[src/rtl/hlsp_ram.sv]
// Generic single-port write, single read-port RAM with registered read.
// No dependencies.
`timescale 1ns / 1ps
module hlsp_ram #(
  parameter int unsigned WIDTH = 8,
  parameter int unsigned DEPTH = 16
) (
  input  logic                     clk,
  input  logic                     we,
  input  logic [$clog2(DEPTH)-1:0] waddr,
  input  logic [WIDTH-1:0]         wdata,
  input  logic [$clog2(DEPTH)-1:0] raddr,
  output logic [WIDTH-1:0]         rdata
);
  logic [WIDTH-1:0] mem [DEPTH];
  always_ff @(posedge clk) begin
    if (we) begin
      mem[waddr] <= wdata;
    end
    rdata <= mem[raddr];
  end
endmodule

[config.mk]
export PLATFORM = sky130hd
export DESIGN_NAME = hlsp_ram
export DESIGN_NICKNAME = d
export VERILOG_FILES = /design/src/rtl/hlsp_ram.sv
export SDC_FILE = /design/constraint.sdc
export NUM_CORES = 1
export LEC_CHECK = 0
export ABC_AREA = 1
export BUFFER_PORTS_ARGS = -buffer_cell sky130_fd_sc_hd__buf_2
export CAP_MARGIN = 20
export CORE_UTILIZATION = 45
export CTS_BUF_LIST = sky130_fd_sc_hd__clkbuf_8 sky130_fd_sc_hd__clkbuf_16
export CTS_CLUSTER_SIZE = 24
export DETAILED_ROUTE_END_ITERATION = 16
export PLACE_DENSITY_LB_ADDON = 0.12
export SYNTH_ARGS = -nofsm -noshare
export SYNTH_HDL_FRONTEND = slang
export SYNTH_SLANG_ARGS = --single-unit
[constraint.sdc]
create_clock -name clk -period 1 [get_ports clk]
set_input_delay 0.1 -clock clk [delete_from_list [all_inputs] [get_ports clk]]
set_output_delay 0.1 -clock clk [all_outputs]
set_load 0.05 [all_outputs]
==> results.sh <==
export IMPL_status="finished with violations"
export IMPL_violations="negative setup slack"
export IMPL_cts_buffers=17
export IMPL_netlist_cell_type_count=12
export IMPL_p_total_uw=13310
export IMPL_die_area_mm2=0.01327
export IMPL_netlist_instances=551
export IMPL_skew_ns=0.006128
export IMPL_min_from="wdata[1]"
export IMPL_cts_tree="built"
export IMPL_fin_cells=786
export IMPL_fillers=1017
export IMPL_synthMuxAreaShare=0
export IMPL_cp_end_kind="output port"
export IMPL_vias=3815
export IMPL_worst_pin_slew_ns=0.4060
export IMPL_seq_area_frac_synth=0.6943
export IMPL_cts_htree_levels=4
export IMPL_drc_errors=0
export IMPL_drv_cap=0
export IMPL_netlist_area_leader_share=0.6665
export IMPL_synth_edf_count=128
export IMPL_multi_input_area_mm2=0.001406
export IMPL_yosysTopAreaCell="edfxtp_1"
export IMPL_grt_overflow_total=0
export IMPL_synth_most_common_cell="nand2_1"
export IMPL_drive_above_1_share=0.2184
export IMPL_synthToLayoutAreaGrowth_pct=23.54
export IMPL_yosys_area_share_simple=0.2105
export IMPL_fmax_ghz=0.9779
export IMPL_crit_buf_inv=1
export IMPL_slowest_stage="dfxtp_2"
export IMPL_setup_viol_count_final=2
export IMPL_r2r_setup_slack_ns=0.04
export IMPL_p_per_area_mw_per_mm2=1868
export IMPL_required_ns=0.90
export IMPL_synth_xor_area_share=0
export IMPL_ys_top_cells_by_count="nand2_1 (173), edfxtp_1 (128), inv_1 (100)"
export IMPL_port_buffers=25
export IMPL_async_flop_share=0
export IMPL_clock_path_buffers=2
export IMPL_grt_pass1_wl_um=20660
export IMPL_hp_class="primary input to register"
export IMPL_final_nets=623
export IMPL_start_util=0.4703
export IMPL_rsz0062_at_grt="true"
export IMPL_seqCellArea_mm2=0.004014
export IMPL_cpPeakStageDelay_ns=0.36
export IMPL_cts_clk_slew_worst_paths_ns=0.05
export IMPL_finalHoldViolations=0
export IMPL_die_w_um=115.2
export IMPL_wl_per_cell_um=16.88
export IMPL_hpwl_um=8381
export IMPL_grt_pass1_vias=3718
export IMPL_ys_ff_latch=136
export IMPL_period_minus_slack_ns=1.023
export IMPL_setup_slack_ns=-0.02258
export IMPL_ys_flop_type="edfxtp_1"
export IMPL_syn_area_mm2=0.005767
export IMPL_place_inst=753
export IMPL_antenna_found_initial=0
export IMPL_die_height_um=115.2
export IMPL_cp_top_family="flip-flops"
export IMPL_vias_per_cell=4.854
export IMPL_worstSetupPathType="register to output port"
export IMPL_critPathLaunchType="register"
export IMPL_synth_nets=569
export IMPL_drt_iter0_drc=204
export IMPL_yosys_warnings=0
export IMPL_gp_congestion=0.7835
export IMPL_antenna_cells=0
export IMPL_rows=40
export IMPL_cp_arrival_ns=0.92
export IMPL_cts_setup_buffers=0
export IMPL_grt_max_degree=33
export IMPL_io_pins=26
export IMPL_crit_start="rdata[1]$_DFF_P_"
export IMPL_cp_cell_sequence="buf_8"
export IMPL_cts_sinks=136
export IMPL_synth_top_family_by_area="simple AND/OR/NAND/NOR gates"
export IMPL_cp_max_fo=1
export IMPL_r2r_start="mem[1][3]$_DFFE_PP_"
export IMPL_ys_top_cells_by_area="edfxtp_1 (67%), nand2_1 (11%), nand3_1 (8.4%), inv_1 (6.5%), dfxtp_1 (2.8%)"
export IMPL_fin_util=0.5810
export IMPL_power_leakage_uw=0.003082
export IMPL_syn_avg_cell_area_um2=10.47
export IMPL_fin_crit_sh=1.023
export IMPL_synth_compound_area_share=0
export IMPL_wl_um=13270
export IMPL_drt_pass1_iter_count=4
export IMPL_final_setup_tns_ns=-0.03880
export IMPL_ir_drop_mv=1.405
export IMPL_finalMaxSlewViolations=0
export IMPL_ant_nets=0
export IMPL_clock_latency_ns=0.42
export IMPL_core_mm2=0.01226
export IMPL_synthAdderAreaFrac=0
export IMPL_slew_headroom=0.7294
export IMPL_ctsRootBufferMaster="clkbuf_16"
export IMPL_grtUsageTotal=0.2243
## metrics by stage
step	cell area (µm²)	hold WS [ns]	setup slack [ns]
4_1_cts	6928	0.1003	-0.04261
6_report	7124	0.1090	-0.02258
2_1_floorplan	5774	0.1989	-0.05084
3_5_place_dp	6291	0.4138	-0.2813
3_3_place_gp	6291	0.4164	-0.2959
5_1_grt	7124	0.09128	-0.04338
## per-layer routing
| layer | share of wire | up-vias | routed length (µm) | track usage |
|---|---|---|---|---|
| met5 | 0 | - | 0 | 0 |
| met4 | 0.020 | 0 | 270 | 0.08658 |
| met3 | 0.049 | 28 | 645 | 0.06589 |
| met2 | 0.50 | 88 | 6607 | 0.3627 |
| met1 | 0.43 | 1818 | 5740 | 0.2858 |
| li1 | - | 1881 | - | - |
## timing repair
item                                    4_1_cts  5_1_grt
gates resized for setup                      29       46
hold endpoints to repair                      1        0
pin swaps                                     0       18
hold buffers                                  1        0
endpoints found under the setup margin       10       16
## cells by family (layout without fill, tap and decap cells)
group / after synthesis / count (layout)
buffers and inverters: 126 / 193
DFF: 136 / 136
and+or+nand+nor: 289 / 289
## flip-flops by register name, summed over array words and instances, names as in the netlist
name / cells
rdata: 8
mem: 128
## cell usage in the layout (no fill, tap or decap), types with 14 or more instances in the layout
cell type  netlist  final
buf_4            4     26
clkbuf_16        0     17
buf_2           13     16
nand2_1        173    167
edfxtp_1       128    128
nor2_1          17     14
inv_1          100    100
nand3_2          0     29
nand3_1         97     66
## worst reg2reg max path: cells and delay by family (launching register included)
family / cells / cell delay (ns)
AND/OR/NAND/NOR: 5 / 0.41
flip-flops: 1 / 0.37
buffers and inverters: 1 / 0.07
## worst paths after layout
check,end,cells after the start
max reg2reg,rdata[3]$_DFF_P_,6
min,mem[1][1]$_DFFE_PP_,1
min reg2reg,rdata[4]$_DFF_P_,6
max,rdata[1],1
## area by class of cell
type	instances	area share
sequential	136	0.5634
tap	168	0.02950
clock buffer	17	0.05971
timing repair buffer	59	0.07885
clock inverter	15	0.01686
multi-input combinational	289	0.1974
inverter	102	0.05427
## power breakdown
group          internal, µW  switching (µW)  total (µW)
Clock                  3570            2180        5750
Sequential             6380            51.9        6440
Combinational           392             728        1120
Total                 10300            2960       13300
(Power assumes the default switching activity.)
